## src/rtl/fbfl_pkg.sv

```systemverilog
// Shared types and constants for the fixed-size block free-list allocator.
// Used by fbfl_ctrl, fbfl_dp and the top level; depends on nothing.
package fbfl_pkg;

  // Fixed field widths
  localparam int IDX_W  = 6;   // block index
  localparam int CNT_W  = 7;   // free count, blocks_in_use
  localparam int BB_W   = 13;  // block_bytes
  localparam int OFS_W  = 18;  // payload offset
  localparam int CFG_IDX_W = 1;

  localparam logic [OFS_W-1:0] OFS_MAX = '1;

  // Configuration register indexes
  localparam logic [CFG_IDX_W-1:0] CFG_BLOCK_BYTES   = 1'b0;
  localparam logic [CFG_IDX_W-1:0] CFG_BLOCKS_IN_USE = 1'b1;

  typedef enum logic [1:0] {
    CMD_INIT  = 2'd0,
    CMD_ALLOC = 2'd1,
    CMD_FREE  = 2'd2,
    CMD_NOP   = 2'd3
  } cmd_t;

  typedef enum logic [1:0] {
    STS_OK       = 2'd0,
    STS_EMPTY    = 2'd1,
    STS_BAD_FREE = 2'd2
  } sts_t;

  typedef enum logic [2:0] {
    ST_IDLE,
    ST_CLEAR,
    ST_INIT,
    ST_ALLOC_UPD,
    ST_ALLOC_WAIT,
    ST_ALLOC_MUL,
    ST_FREE_CHK,
    ST_RESULT
  } fsm_t;

  // Controller -> datapath strobes
  typedef struct packed {
    logic init_start;    // load count, start link and mark sweep
    logic init_step;     // write one link and clear one mark
    logic alloc_start;   // latch the head as the given block
    logic alloc_commit;  // pop: head from link RAM, mark, count down
    logic free_start;    // latch the index, mark RAM read in flight
    logic free_commit;   // push: link write, head, unmark, count up
    logic mult_load;     // capture index * stride
    logic res_load;      // latch result status
    sts_t res_status;
    logic res_alloc;     // result carries index and offset
    logic out_load;      // move result into output register
  } dp_cmd_t;

  // Datapath -> controller status
  typedef struct packed {
    logic alloc_ok;
    logic free_ok;
    logic sweep_last;
    logic out_free;
  } dp_stat_t;

endpackage

```

## src/rtl/fbfl_ram.sv

```systemverilog
// Generic single-write, single-read RAM with registered read data.
// No dependencies.
module fbfl_ram #(
  parameter int WIDTH = 6,
  parameter int DEPTH = 64
) (
  input  logic                     clk,
  input  logic                     we,
  input  logic [$clog2(DEPTH)-1:0] waddr,
  input  logic [WIDTH-1:0]         wdata,
  input  logic [$clog2(DEPTH)-1:0] raddr,
  output logic [WIDTH-1:0]         rdata
);

  logic [WIDTH-1:0] mem [DEPTH];
  logic [WIDTH-1:0] rdata_r;

  always_ff @(posedge clk) begin
    if (we) begin
      mem[waddr] <= wdata;
    end
    rdata_r <= mem[raddr];
  end

  assign rdata = rdata_r;

endmodule

```

## src/rtl/fbfl_ctrl.sv

```systemverilog
// Command sequencer for the free-list allocator: decodes each accepted beat
// and steps the datapath. Depends on fbfl_pkg.
module fbfl_ctrl
  import fbfl_pkg::*;
(
  input  logic       clk,
  input  logic       rst_n,
  input  logic       in_valid,
  input  logic [1:0] in_command,
  output logic       in_stall,
  input  dp_stat_t   dp_stat,
  output dp_cmd_t    dp_cmd
);

  fsm_t state_r, state_nxt;

  // State register; reset starts the mark clearing pass
  always_ff @(posedge clk) begin
    if (!rst_n) begin
      state_r <= ST_CLEAR;
    end else begin
      state_r <= state_nxt;
    end
  end

  // Next state and datapath strobes
  always_comb begin
    state_nxt = state_r;
    dp_cmd    = '0;
    dp_cmd.res_status = STS_OK;
    in_stall  = 1'b1;
    case (state_r)
      ST_IDLE: begin
        in_stall = 1'b0;
        if (in_valid) begin
          dp_cmd.res_load = 1'b1;
          case (cmd_t'(in_command))
            CMD_INIT: begin
              dp_cmd.init_start = 1'b1;
              state_nxt = ST_INIT;
            end
            CMD_ALLOC: begin
              if (dp_stat.alloc_ok) begin
                dp_cmd.alloc_start = 1'b1;
                dp_cmd.res_alloc   = 1'b1;
                state_nxt = ST_ALLOC_UPD;
              end else begin
                dp_cmd.res_status = STS_EMPTY;
                state_nxt = ST_RESULT;
              end
            end
            CMD_FREE: begin
              dp_cmd.free_start = 1'b1;
              state_nxt = ST_FREE_CHK;
            end
            default: begin
              state_nxt = ST_RESULT;
            end
          endcase
        end
      end
      // Post-reset pass: clear every in-use mark
      ST_CLEAR: begin
        dp_cmd.init_step = 1'b1;
        if (dp_stat.sweep_last) begin
          state_nxt = ST_IDLE;
        end
      end
      ST_INIT: begin
        dp_cmd.init_step = 1'b1;
        if (dp_stat.sweep_last) begin
          state_nxt = ST_RESULT;
        end
      end
      ST_ALLOC_UPD: begin
        dp_cmd.alloc_commit = 1'b1;
        state_nxt = ST_ALLOC_WAIT;
      end
      // stride pipeline settles after a block_bytes write
      ST_ALLOC_WAIT: begin
        state_nxt = ST_ALLOC_MUL;
      end
      ST_ALLOC_MUL: begin
        dp_cmd.mult_load = 1'b1;
        state_nxt = ST_RESULT;
      end
      // Mark of the freed block is back from the mark RAM
      ST_FREE_CHK: begin
        dp_cmd.res_load = 1'b1;
        if (dp_stat.free_ok) begin
          dp_cmd.free_commit = 1'b1;
        end else begin
          dp_cmd.res_status = STS_BAD_FREE;
        end
        state_nxt = ST_RESULT;
      end
      ST_RESULT: begin
        if (dp_stat.out_free) begin
          dp_cmd.out_load = 1'b1;
          state_nxt = ST_IDLE;
        end
      end
      default: begin
        state_nxt = ST_IDLE;
      end
    endcase
  end

endmodule

```

## src/rtl/fbfl_dp.sv

```systemverilog
// Datapath: config registers, list head, free counter, link and in-use mark RAMs,
// stride and offset arithmetic, output register. Depends on fbfl_pkg, fbfl_ram.
module fbfl_dp
  import fbfl_pkg::*;
#(
  parameter int NUM_BLOCKS   = 64,
  parameter int HEADER_BYTES = 24,
  parameter int WORD_BYTES   = 8
) (
  input  logic                 clk,
  input  logic                 rst_n,
  input  logic                 cfg_we,
  input  logic [CFG_IDX_W-1:0] cfg_index,
  input  logic [BB_W-1:0]      cfg_wdata,
  input  logic [IDX_W-1:0]     in_block_index,
  input  dp_cmd_t              dp_cmd,
  output dp_stat_t             dp_stat,
  input  logic                 out_stall,
  output logic                 out_valid,
  output logic [1:0]           out_status,
  output logic [IDX_W-1:0]     out_given_index,
  output logic [OFS_W-1:0]     out_payload_offset,
  output logic [CNT_W-1:0]     out_free_count
);

  // Pool depth is capped by what a block index can name
  localparam int DEPTH = (NUM_BLOCKS < (1 << IDX_W)) ? NUM_BLOCKS : (1 << IDX_W);
  localparam int AW    = $clog2(DEPTH);

  // Round-up divide by WORD_BYTES as reciprocal multiply (exact for x < 2^X_W,
  // word size up to 8)
  localparam int X_W     = BB_W + 1;
  localparam int SHIFT   = X_W + 3;
  localparam int RECIP_W = SHIFT;
  localparam int RECIP   = ((1 << SHIFT) + WORD_BYTES - 1) / WORD_BYTES;
  localparam int PROD_W  = X_W + RECIP_W;
  localparam int STRIDE_W = X_W;
  localparam int MUL_W   = IDX_W + STRIDE_W;
  localparam int SUM_W   = MUL_W + 1;
  localparam int OFS_BIAS = HEADER_BYTES + WORD_BYTES;

  // Config registers
  logic [BB_W-1:0]  bb_r;
  logic [CNT_W-1:0] biu_r;

  // List state
  logic [IDX_W-1:0] head_r, head_nxt;
  logic [CNT_W-1:0] count_r, count_nxt;
  logic [CNT_W-1:0] sweep_r, sweep_nxt;
  logic [CNT_W-1:0] n_r, n_nxt;

  // Payload registers
  logic [PROD_W-1:0]   prod_r;
  logic [STRIDE_W-1:0] stride_r;
  logic [IDX_W-1:0]    given_r;
  logic [IDX_W-1:0]    idx_r;
  logic [MUL_W-1:0]    mult_r;
  sts_t                res_status_r;
  logic                res_alloc_r;

  // Output register
  logic             out_valid_r, out_valid_nxt;
  sts_t             out_status_r;
  logic [IDX_W-1:0] out_index_r;
  logic [OFS_W-1:0] out_offset_r;
  logic [CNT_W-1:0] out_count_r;

  logic [X_W-1:0]      x_c;
  logic [STRIDE_W-1:0] q_c;
  logic [CNT_W-1:0]    n_c;
  logic [CNT_W-1:0]    sweep_inc;
  logic [IDX_W-1:0]    link_val;
  logic [SUM_W-1:0]    ofs_sum;
  logic [OFS_W-1:0]    ofs_sat;

  logic             ram_we;
  logic [AW-1:0]    ram_waddr;
  logic [IDX_W-1:0] ram_wdata;
  logic [IDX_W-1:0] ram_rdata;

  logic             mark_we;
  logic [AW-1:0]    mark_waddr;
  logic             mark_wdata;
  logic             mark_rdata;

  // Config writes
  always_ff @(posedge clk) begin
    if (!rst_n) begin
      bb_r  <= BB_W'(8);
      biu_r <= CNT_W'(64);
    end else if (cfg_we) begin
      case (cfg_index)
        CFG_BLOCK_BYTES:   bb_r  <= cfg_wdata;
        CFG_BLOCKS_IN_USE: biu_r <= cfg_wdata[CNT_W-1:0];
        default: ;
      endcase
    end
  end

  // Stride pipeline, free running: round up, divide, scale, add a word
  assign x_c = {1'b0, bb_r} + X_W'(WORD_BYTES - 1);
  assign q_c = prod_r[PROD_W-1:SHIFT];

  always_ff @(posedge clk) begin
    prod_r   <= PROD_W'(x_c) * PROD_W'(RECIP);
    stride_r <= (q_c + STRIDE_W'(1)) * STRIDE_W'(WORD_BYTES);
  end

  // Sweep helpers: the sweep covers every entry, links chain the first n
  assign n_c       = (biu_r > CNT_W'(DEPTH)) ? CNT_W'(DEPTH) : biu_r;
  assign sweep_inc = sweep_r + CNT_W'(1);
  assign link_val  = (sweep_inc < n_r) ? sweep_inc[IDX_W-1:0] : '0;

  // Link RAM: write from sweep or free, read always at the head
  assign ram_we    = dp_cmd.init_step | dp_cmd.free_commit;
  assign ram_waddr = dp_cmd.init_step ? sweep_r[AW-1:0] : idx_r[AW-1:0];
  assign ram_wdata = dp_cmd.init_step ? link_val : head_r;

  fbfl_ram #(
    .WIDTH (IDX_W),
    .DEPTH (DEPTH)
  ) u_link_ram (
    .clk   (clk),
    .we    (ram_we),
    .waddr (ram_waddr),
    .wdata (ram_wdata),
    .raddr (head_r[AW-1:0]),
    .rdata (ram_rdata)
  );

  // In-use mark RAM: cleared by the sweep, set on pop, cleared on push;
  // read at the incoming block index so the mark is ready in the next cycle
  assign mark_we    = dp_cmd.init_step | dp_cmd.alloc_commit | dp_cmd.free_commit;
  assign mark_waddr = dp_cmd.init_step    ? sweep_r[AW-1:0] :
                      dp_cmd.alloc_commit ? given_r[AW-1:0] : idx_r[AW-1:0];
  assign mark_wdata = dp_cmd.alloc_commit;

  fbfl_ram #(
    .WIDTH (1),
    .DEPTH (DEPTH)
  ) u_mark_ram (
    .clk   (clk),
    .we    (mark_we),
    .waddr (mark_waddr),
    .wdata (mark_wdata),
    .raddr (in_block_index[AW-1:0]),
    .rdata (mark_rdata)
  );

  // List state next values
  always_comb begin
    head_nxt  = head_r;
    count_nxt = count_r;
    sweep_nxt = sweep_r;
    n_nxt     = n_r;
    if (dp_cmd.init_start) begin
      head_nxt  = '0;
      count_nxt = n_c;
      sweep_nxt = '0;
      n_nxt     = n_c;
    end
    if (dp_cmd.init_step) begin
      sweep_nxt = sweep_inc;
    end
    if (dp_cmd.alloc_commit) begin
      head_nxt  = ram_rdata;
      count_nxt = count_r - CNT_W'(1);
    end
    if (dp_cmd.free_commit) begin
      head_nxt  = idx_r;
      count_nxt = count_r + CNT_W'(1);
    end
  end

  always_ff @(posedge clk) begin
    if (!rst_n) begin
      head_r  <= '0;
      count_r <= '0;
      sweep_r <= '0;
      n_r     <= '0;
    end else begin
      head_r  <= head_nxt;
      count_r <= count_nxt;
      sweep_r <= sweep_nxt;
      n_r     <= n_nxt;
    end
  end

  // Result payload
  always_ff @(posedge clk) begin
    if (dp_cmd.alloc_start) begin
      given_r <= head_r;
    end
    if (dp_cmd.free_start) begin
      idx_r <= in_block_index;
    end
    if (dp_cmd.mult_load) begin
      mult_r <= MUL_W'(given_r) * MUL_W'(stride_r);
    end
    if (dp_cmd.res_load) begin
      res_status_r <= dp_cmd.res_status;
      res_alloc_r  <= dp_cmd.res_alloc;
    end
  end

  // Offset add and saturate
  assign ofs_sum = SUM_W'(mult_r) + SUM_W'(OFS_BIAS);
  assign ofs_sat = (ofs_sum > SUM_W'(OFS_MAX)) ? OFS_MAX : ofs_sum[OFS_W-1:0];

  // Output register
  always_comb begin
    out_valid_nxt = out_valid_r;
    if (out_valid_r && !out_stall) begin
      out_valid_nxt = 1'b0;
    end
    if (dp_cmd.out_load) begin
      out_valid_nxt = 1'b1;
    end
  end

  always_ff @(posedge clk) begin
    if (!rst_n) begin
      out_valid_r <= 1'b0;
    end else begin
      out_valid_r <= out_valid_nxt;
    end
  end

  always_ff @(posedge clk) begin
    if (dp_cmd.out_load) begin
      out_status_r <= res_status_r;
      out_index_r  <= res_alloc_r ? given_r : '0;
      out_offset_r <= res_alloc_r ? ofs_sat : '0;
      out_count_r  <= count_r;
    end
  end

  assign out_valid          = out_valid_r;
  assign out_status         = out_status_r;
  assign out_given_index    = out_index_r;
  assign out_payload_offset = out_offset_r;
  assign out_free_count     = out_count_r;

  // Status to controller
  assign dp_stat.alloc_ok   = (count_r != '0) && ({1'b0, head_r} < CNT_W'(DEPTH));
  assign dp_stat.free_ok    = ({1'b0, idx_r} < CNT_W'(DEPTH)) && mark_rdata;
  assign dp_stat.sweep_last = (sweep_inc == CNT_W'(DEPTH));
  assign dp_stat.out_free   = !out_valid_r || !out_stall;

endmodule

```

## src/rtl/fixed_block_free_list_allocator.sv

```systemverilog
// Fixed-size block allocator over a linked free list; one result beat per command.
// Flow: no-op and failed alloc go straight to the result; free reads the in-use mark;
// alloc reads the link, lets the stride settle, forms index*stride; init writes one
// link and clears one mark per block, D = min(NUM_BLOCKS, 64) blocks. A stalled result
// holds off the next accept. Reset (rst_n, synchronous): list empty, count 0, config
// to defaults, then a sweep of D blocks clears the in-use marks with input stalled.
module fixed_block_free_list_allocator
  import fbfl_pkg::*;
#(
  parameter int NUM_BLOCKS   = 64,
  parameter int HEADER_BYTES = 24,
  parameter int WORD_BYTES   = 8
) (
  input  logic                 clk,
  input  logic                 rst_n,
  input  logic                 cfg_we,
  input  logic [CFG_IDX_W-1:0] cfg_index,
  input  logic [BB_W-1:0]      cfg_wdata,
  input  logic                 in_valid,
  output logic                 in_stall,
  input  logic [1:0]           in_command,
  input  logic [IDX_W-1:0]     in_block_index,
  output logic                 out_valid,
  input  logic                 out_stall,
  output logic [1:0]           out_status,
  output logic [IDX_W-1:0]     out_given_index,
  output logic [OFS_W-1:0]     out_payload_offset,
  output logic [CNT_W-1:0]     out_free_count
);

  localparam int DEPTH = (NUM_BLOCKS < (1 << IDX_W)) ? NUM_BLOCKS : (1 << IDX_W);

  dp_cmd_t  dp_cmd;
  dp_stat_t dp_stat;

  fbfl_ctrl u_ctrl (
    .clk        (clk),
    .rst_n      (rst_n),
    .in_valid   (in_valid),
    .in_command (in_command),
    .in_stall   (in_stall),
    .dp_stat    (dp_stat),
    .dp_cmd     (dp_cmd)
  );

  fbfl_dp #(
    .NUM_BLOCKS   (NUM_BLOCKS),
    .HEADER_BYTES (HEADER_BYTES),
    .WORD_BYTES   (WORD_BYTES)
  ) u_dp (
    .clk                (clk),
    .rst_n              (rst_n),
    .cfg_we             (cfg_we),
    .cfg_index          (cfg_index),
    .cfg_wdata          (cfg_wdata),
    .in_block_index     (in_block_index),
    .dp_cmd             (dp_cmd),
    .dp_stat            (dp_stat),
    .out_stall          (out_stall),
    .out_valid          (out_valid),
    .out_status         (out_status),
    .out_given_index    (out_given_index),
    .out_payload_offset (out_payload_offset),
    .out_free_count     (out_free_count)
  );

`ifndef ASSERT_OFF
  // Free count never exceeds the pool
  a_count_bound: assert property (@(posedge clk) disable iff (!rst_n)
    out_valid |-> (out_free_count <= CNT_W'(DEPTH)))
    else $error("free count above pool size");

  // Failed commands carry no block
  a_fail_clean: assert property (@(posedge clk) disable iff (!rst_n)
    (out_valid && (out_status != STS_OK)) |->
      ((out_given_index == '0) && (out_payload_offset == '0)))
    else $error("failed command reports a block");

  // Datapath gets at most one state-changing strobe per cycle
  a_one_strobe: assert property (@(posedge clk) disable iff (!rst_n)
    $onehot0({dp_cmd.init_start, dp_cmd.init_step, dp_cmd.alloc_start,
              dp_cmd.alloc_commit, dp_cmd.free_start, dp_cmd.free_commit,
              dp_cmd.mult_load, dp_cmd.out_load}))
    else $error("conflicting datapath strobes");

  // A pop always follows an accepted alloc in the next cycle
  a_pop_follows: assert property (@(posedge clk) disable iff (!rst_n)
    dp_cmd.alloc_start |=> (dp_cmd.alloc_commit && in_stall))
    else $error("alloc pop out of sequence");
`endif

endmodule
```

## config.mk

```make
export PLATFORM = sky130hd
export DESIGN_NAME = fixed_block_free_list_allocator
export DESIGN_NICKNAME = d
export VERILOG_FILES = /design/src/rtl/fbfl_pkg.sv /design/src/rtl/fbfl_ram.sv /design/src/rtl/fbfl_ctrl.sv /design/src/rtl/fbfl_dp.sv /design/src/rtl/fixed_block_free_list_allocator.sv
export SDC_FILE = /design/constraint.sdc
export NUM_CORES = 1
export LEC_CHECK = 0
export BUFFER_PORTS_ARGS = -buffer_cell sky130_fd_sc_hd__buf_2
export CAP_MARGIN = 0
export CORE_ASPECT_RATIO = 2
export CORE_MARGIN = 1.5
export CORE_UTILIZATION = 35
export DETAILED_ROUTE_END_ITERATION = 8
export SYNTH_ARGS = -nofsm -noshare
export SYNTH_HDL_FRONTEND = slang
export SYNTH_SLANG_ARGS = --single-unit
```

## constraint.sdc

```tcl
create_clock -name clk -period 5 [get_ports clk]
set_input_delay 0.25 -clock clk [delete_from_list [all_inputs] [get_ports clk]]
set_output_delay 0.25 -clock clk [all_outputs]
set_load 0.05 [all_outputs]
```

==> impl.org <==
** Timing
- For the pin with the worst max-slew slack, the measured transition is about 1000 ps.
- The count of final max-slew check failures is 0.
- Slew margin rel. :: between 30% and 40%
- Tmin final :: roughly 4500 ps
- Based on the critical path, the design can be clocked at up to ~0.22 GHz.
- Adding up every negative setup slack in the final design gives 0 ps.
- Setup repair after global routing left no endpoint under its margin.
- Final period util :: about nine tenths
- Clock tree skew after final layout :: 25.2 ps
- The count of endpoints failing hold in the final timing report came to 0.
- Final setup violation count :: 0

** Route
- Average wire per standard cell :: between 20 and 25 um
- Initial drt markers :: approximately 1100
- Number of detailed-route iterations in the first pass :: 5
- In this run the remaining antenna-violating nets after routing total 0.
- DRC violation count after routing :: 0
- Vias :: roughly 15000
- Via density :: around 5.4
- Routed wire length :: about 64000 um

** Synth
- In the synthesized netlist, mux cells make up roughly 11% of the area.
- Fraction of synthesis flops using an asynchronous set or reset pin :: 0%
- Prevailing post-synth register cell :: sky130_fd_sc_hd__edfxtp_1
- In this run, synthesis inferred 511 flip-flops with an integrated enable.
- XOR/XNOR Fraction of Synth Area :: 1.40%
- After synthesis, the mean cell area works out to 14.5 um^2.
- By area, the combinational part of the netlist is dominated by multiplexers.
- Of the total synthesized cell area, the portion taken by full adders, half adders and majority gates is ~4.5%.
- During synthesis, Yosys emitted a total of 0 warnings.
- Fraction of the yosys area taken by sequential cells :: about 64%
- Synthesis produced 1811 cells.
- The synthesized netlist devotes 6.26% of its cell area to compound gates.
- Summing every instance area after synthesis gives between 20000 and 30000 um^2.
- After synthesis the netlist holds a flip-flop and latch count of between 500 and 600.
- Fraction of the mapped netlist area in simple logic gates :: between 9 and 10%
- Unique cell type count in the Yosys netlist :: 74
- Syn nets :: around 1900

** Finish
- Fraction of layout instances using a drive strength above 1 :: between 10% and 20%
- Design Area, Final :: 29400 um^2
- Nets :: 1980
- Growth of design area from synthesis to finish :: 11.8%
- N_diodes :: 0

** Critical path
- Maximum fanout count along the critical path :: 13
- Data arrives at the worst endpoint at between 4000 and 5000 ps.
- Worst reg-to-reg path cell count :: 11
- The critical path is of the reg -> reg type.
- On the worst path, the slowest cell contributes a delay of between 600 and 700 ps.
- The critical path goes through nand2_1, fa_1, fa_1, fa_1, inv_1, ha_1, a211oi_1, o21ai_0, a31oi_1, or4b_2, o211ai_1.
- In this run the worst setup path terminates at u_dp.mult_r[16].
- Crit start category :: flop
- CP max stage cell :: sky130_fd_sc_hd__or4b_2
- Endpoint class of the critical path :: flop
- By instance count, the cell type seen most on the critical path is sky130_fd_sc_hd__fa_1.
- For flop-to-flop paths, the worst setup slack is between 400 and 500 ps.
- Critical path required time :: roughly 5400 ps
- Worst setup path startpoint :: u_dp.given_r[5]
- Origin of the critical flop-to-flop path :: u_dp.given_r[5]
- The endpoint identified for the worst register-to-register timing path is u_dp.mult_r[16].

** Die
- In this run the core area contains roughly 140 standard-cell rows.
- Die boundary height :: 391 um
- Once the floorplan was initialized, standard cells occupied 35.2% of the core.
- In this run the horizontal extent of the chip is 197 um.
- Pin placement for this block handled between 60 and 70 I/O pins.
- Total Die Area :: 76900 um^2
- Core region area :: approximately 75000 um^2

** Global route
- Entering global routing, the biggest net connects 65 pins.
- Via count of the first global-routing pass :: approximately 16000
- For this run, the total global-route usage over all layers was measured as ~17%.
- First-pass GRT wire length :: 96700 um
- Remaining global-route overflow :: 0
- The initial antenna violation count is 2.

** Power and ir drop
- Worst IR drop on VDD :: 0.223 mV
- In this run the power density over the cells is 335 nW/um^2.
- Leakage power figure :: 9.73 nW

** Place
- Routability-driven placement congestion ratio :: between 0.8 and 0.9
- The HPWL after detailed placement is ~45000 um.
- In this run the tool buffered the top-level ports with 61 buffer cells.
- Area after detailed placement :: 27600 um^2

** Min path
- In this run the worst hold path is classified as in -> reg.

** Clocking
- No sink is reached through more buffers than the 3 on the longest clock path.
- Number of buffers created by CTS :: between 40 and 50
- Post-CTS Resized :: 0
- Post-CTS Setup Inserts :: 0
- TritonCTS built the clock tree.
- In this run the clock root is driven by a sky130_fd_sc_hd__clkbuf_16.
- Clock-pin slew was measured on the worst setup and hold paths at 70 ps.
- The later pin in the worst-skew pair is clocked with a latency of 610 ps.
- The tree built by TritonCTS fans out to just under 600 sinks.
- H-Tree Level Count :: 2

** Run
- Number of maximum-capacitance constraint violations :: 0

** Run status
- Outcome :: completed
-- cell usage in the layout, fill, tap and decap left out, types with 12 or more instances in the layout --
| cell | instances |
|---|---|
| sky130_fd_sc_hd__nor2_1 | 178 |
| sky130_fd_sc_hd__o21ai_0 | 33 |
| sky130_fd_sc_hd__buf_2 | 61 |
| sky130_fd_sc_hd__ha_1 | 36 |
| sky130_fd_sc_hd__dlygate4sd3_1 | 18 |
| sky130_fd_sc_hd__clkbuf_16 | 49 |
| sky130_fd_sc_hd__dfxtp_1 | 76 |
| sky130_fd_sc_hd__nor3_1 | 16 |
| sky130_fd_sc_hd__a21oi_1 | 59 |
| sky130_fd_sc_hd__edfxtp_1 | 511 |
| sky130_fd_sc_hd__buf_4 | 21 |
| sky130_fd_sc_hd__nor2b_1 | 12 |
| sky130_fd_sc_hd__nand2b_1 | 12 |
| sky130_fd_sc_hd__a22oi_1 | 30 |
| sky130_fd_sc_hd__and2_1 | 61 |
| sky130_fd_sc_hd__and3_1 | 17 |
| sky130_fd_sc_hd__fa_1 | 37 |
| sky130_fd_sc_hd__nand3_1 | 69 |
| sky130_fd_sc_hd__xnor2_1 | 27 |
| sky130_fd_sc_hd__inv_1 | 70 |
| sky130_fd_sc_hd__nand2_1 | 125 |
| sky130_fd_sc_hd__xor2_1 | 15 |
| sky130_fd_sc_hd__a21boi_0 | 18 |
| sky130_fd_sc_hd__mux4_2 | 93 |
| sky130_fd_sc_hd__clkbuf_1 | 12 |
| sky130_fd_sc_hd__mux2i_1 | 50 |
-- layer usage --
layer	up-vias	share of wire [%]	global-route usage, %
met5	-	0.017	0
met4	2	6.1	9.77
met3	143	4.1	1.95
met2	420	56	33.2
met1	7778	33	16.3
li1	6989	-	-
-- Yosys cell counts, drive strengths merged, types with 6 or more instances --
library cell	count	share of area, %
a22oi	30	0.86
mux2	9	0.39
fa	37	2.8
o21ai	39	0.77
a22o	8	0.27
nor2	178	2.5
xor2	15	0.50
nand2	125	1.8
a21boi	18	0.51
a211oi	9	0.26
ha	36	1.7
o22ai	8	0.19
and4	6	0.20
xnor2	27	0.90
a311oi	7	0.23
mux2i	50	1.9
nand3	69	1.3
a31oi	6	0.14
nand2b	12	0.29
nor3	16	0.30
and2	61	1.5
inv	71	1.0
nand4	10	0.24
a21oi	61	1.2
edfxtp	511	58
mux4	99	8.6
nor2b	12	0.29
clkbuf	46	0.66
and3	17	0.40
dfxtp	80	6.1
buf	40	0.90
-- sequential cells by signal, indices dropped and copies added, names as in the netlist, 7 cells and up --
signal / flops
u_dp.out_free_count: 7
u_dp.bb_r: 13
u_dp.n_r: 7
u_dp.biu_r: 7
u_dp.sweep_r: 7
u_dp.count_r: 7
u_dp.out_payload_offset: 16
u_dp.u_link_ram.mem: 384
u_dp.stride_r: 11
u_dp.u_mark_ram.mem: 64
u_dp.mult_r: 17
u_dp.prod_r: 11
-- per-stage QoR --
| stage | std cells | hold WS [ps] | total power, mW | worst slack [ps] | util, % |
|---|---|---|---|---|---|
| after CTS | 2855 | 0.408 | 9.95 | 470 | 39.4 |
| after detailed placement | 2747 | 413 | 6.08 | 501 | 37.1 |
| after floorplan | 1811 | 346 | 5.90 | 789 | - |
| final | 2855 | 24.5 | 9.87 | 485 | 39.4 |
| after global routing | 2855 | 44.5 | 10.2 | 237 | 39.4 |
| after global placement | 2747 | 413 | 6.07 | 579 | 37.1 |
-- power breakdown --
| part | internal, mW | switching (mW) |
|---|---|---|
| registers | 5.42 | 0.0436 |
| logic | 0.182 | 0.340 |
| clock network | 2.10 | 1.78 |
| total | 7.70 | 2.16 |
-- area by class of cell --
class | count | area [um^2]
Fill cell | 6855 | 45200
Sequential cell | 591 | 17000
Multi-Input combinational cell | 1061 | 8700
Clock buffer | 62 | 1280
Tap cell | 936 | 1170
Timing Repair Buffer | 104 | 723
Clock inverter | 28 | 302
Inverter | 73 | 274
-- how the worst min path moves through the flow --
stage / endpoint / slack (ps) / start / cells past startpoint
3_3_place_gp: u_dp.out_status[1] / 410 / u_dp.res_status_r[1] / 0
3_5_place_dp: u_dp.out_status[1] / 410 / u_dp.res_status_r[1] / 0
6_report: u_dp.biu_r[3] / 20 / cfg_index / 3
2_1_floorplan: u_dp.u_mark_ram.rdata / 350 / in_block_index[3] / 1
4_1_cts: u_dp.biu_r[1] / 0.4 / cfg_we / 3
5_1_grt: u_dp.biu_r[3] / 40 / cfg_we / 3
-- worst max-delay path: cells and delay by family (launching register included) --
| family | cells | cell delay, ps |
|---|---|---|
| fa+ha+maj | 4 | 1960 |
| compound gates | 4 | 970 |
| flops | 1 | 610 |
| simple gates | 2 | 770 |
| buf+inv | 1 | 40 |
-- logic make-up after synthesis --
| group | after synthesis |
|---|---|
| DFF | 591 |
| and+or+nand+nor | 545 |
| AOI/OAI and AO/OA | 243 |
| buffers and inverters | 159 |
| muxes | 158 |
| adders and majority gates | 73 |
| xor gates and xnor gates | 42 |
-- timing repair --
item / 4_1_cts / 5_1_grt
endpoints found under the hold margin: 24 / 0
hold buffers: 18 / 0
endpoints found under the setup margin: 0 / 0
Note: power is estimated with default switching activity, not from simulation.
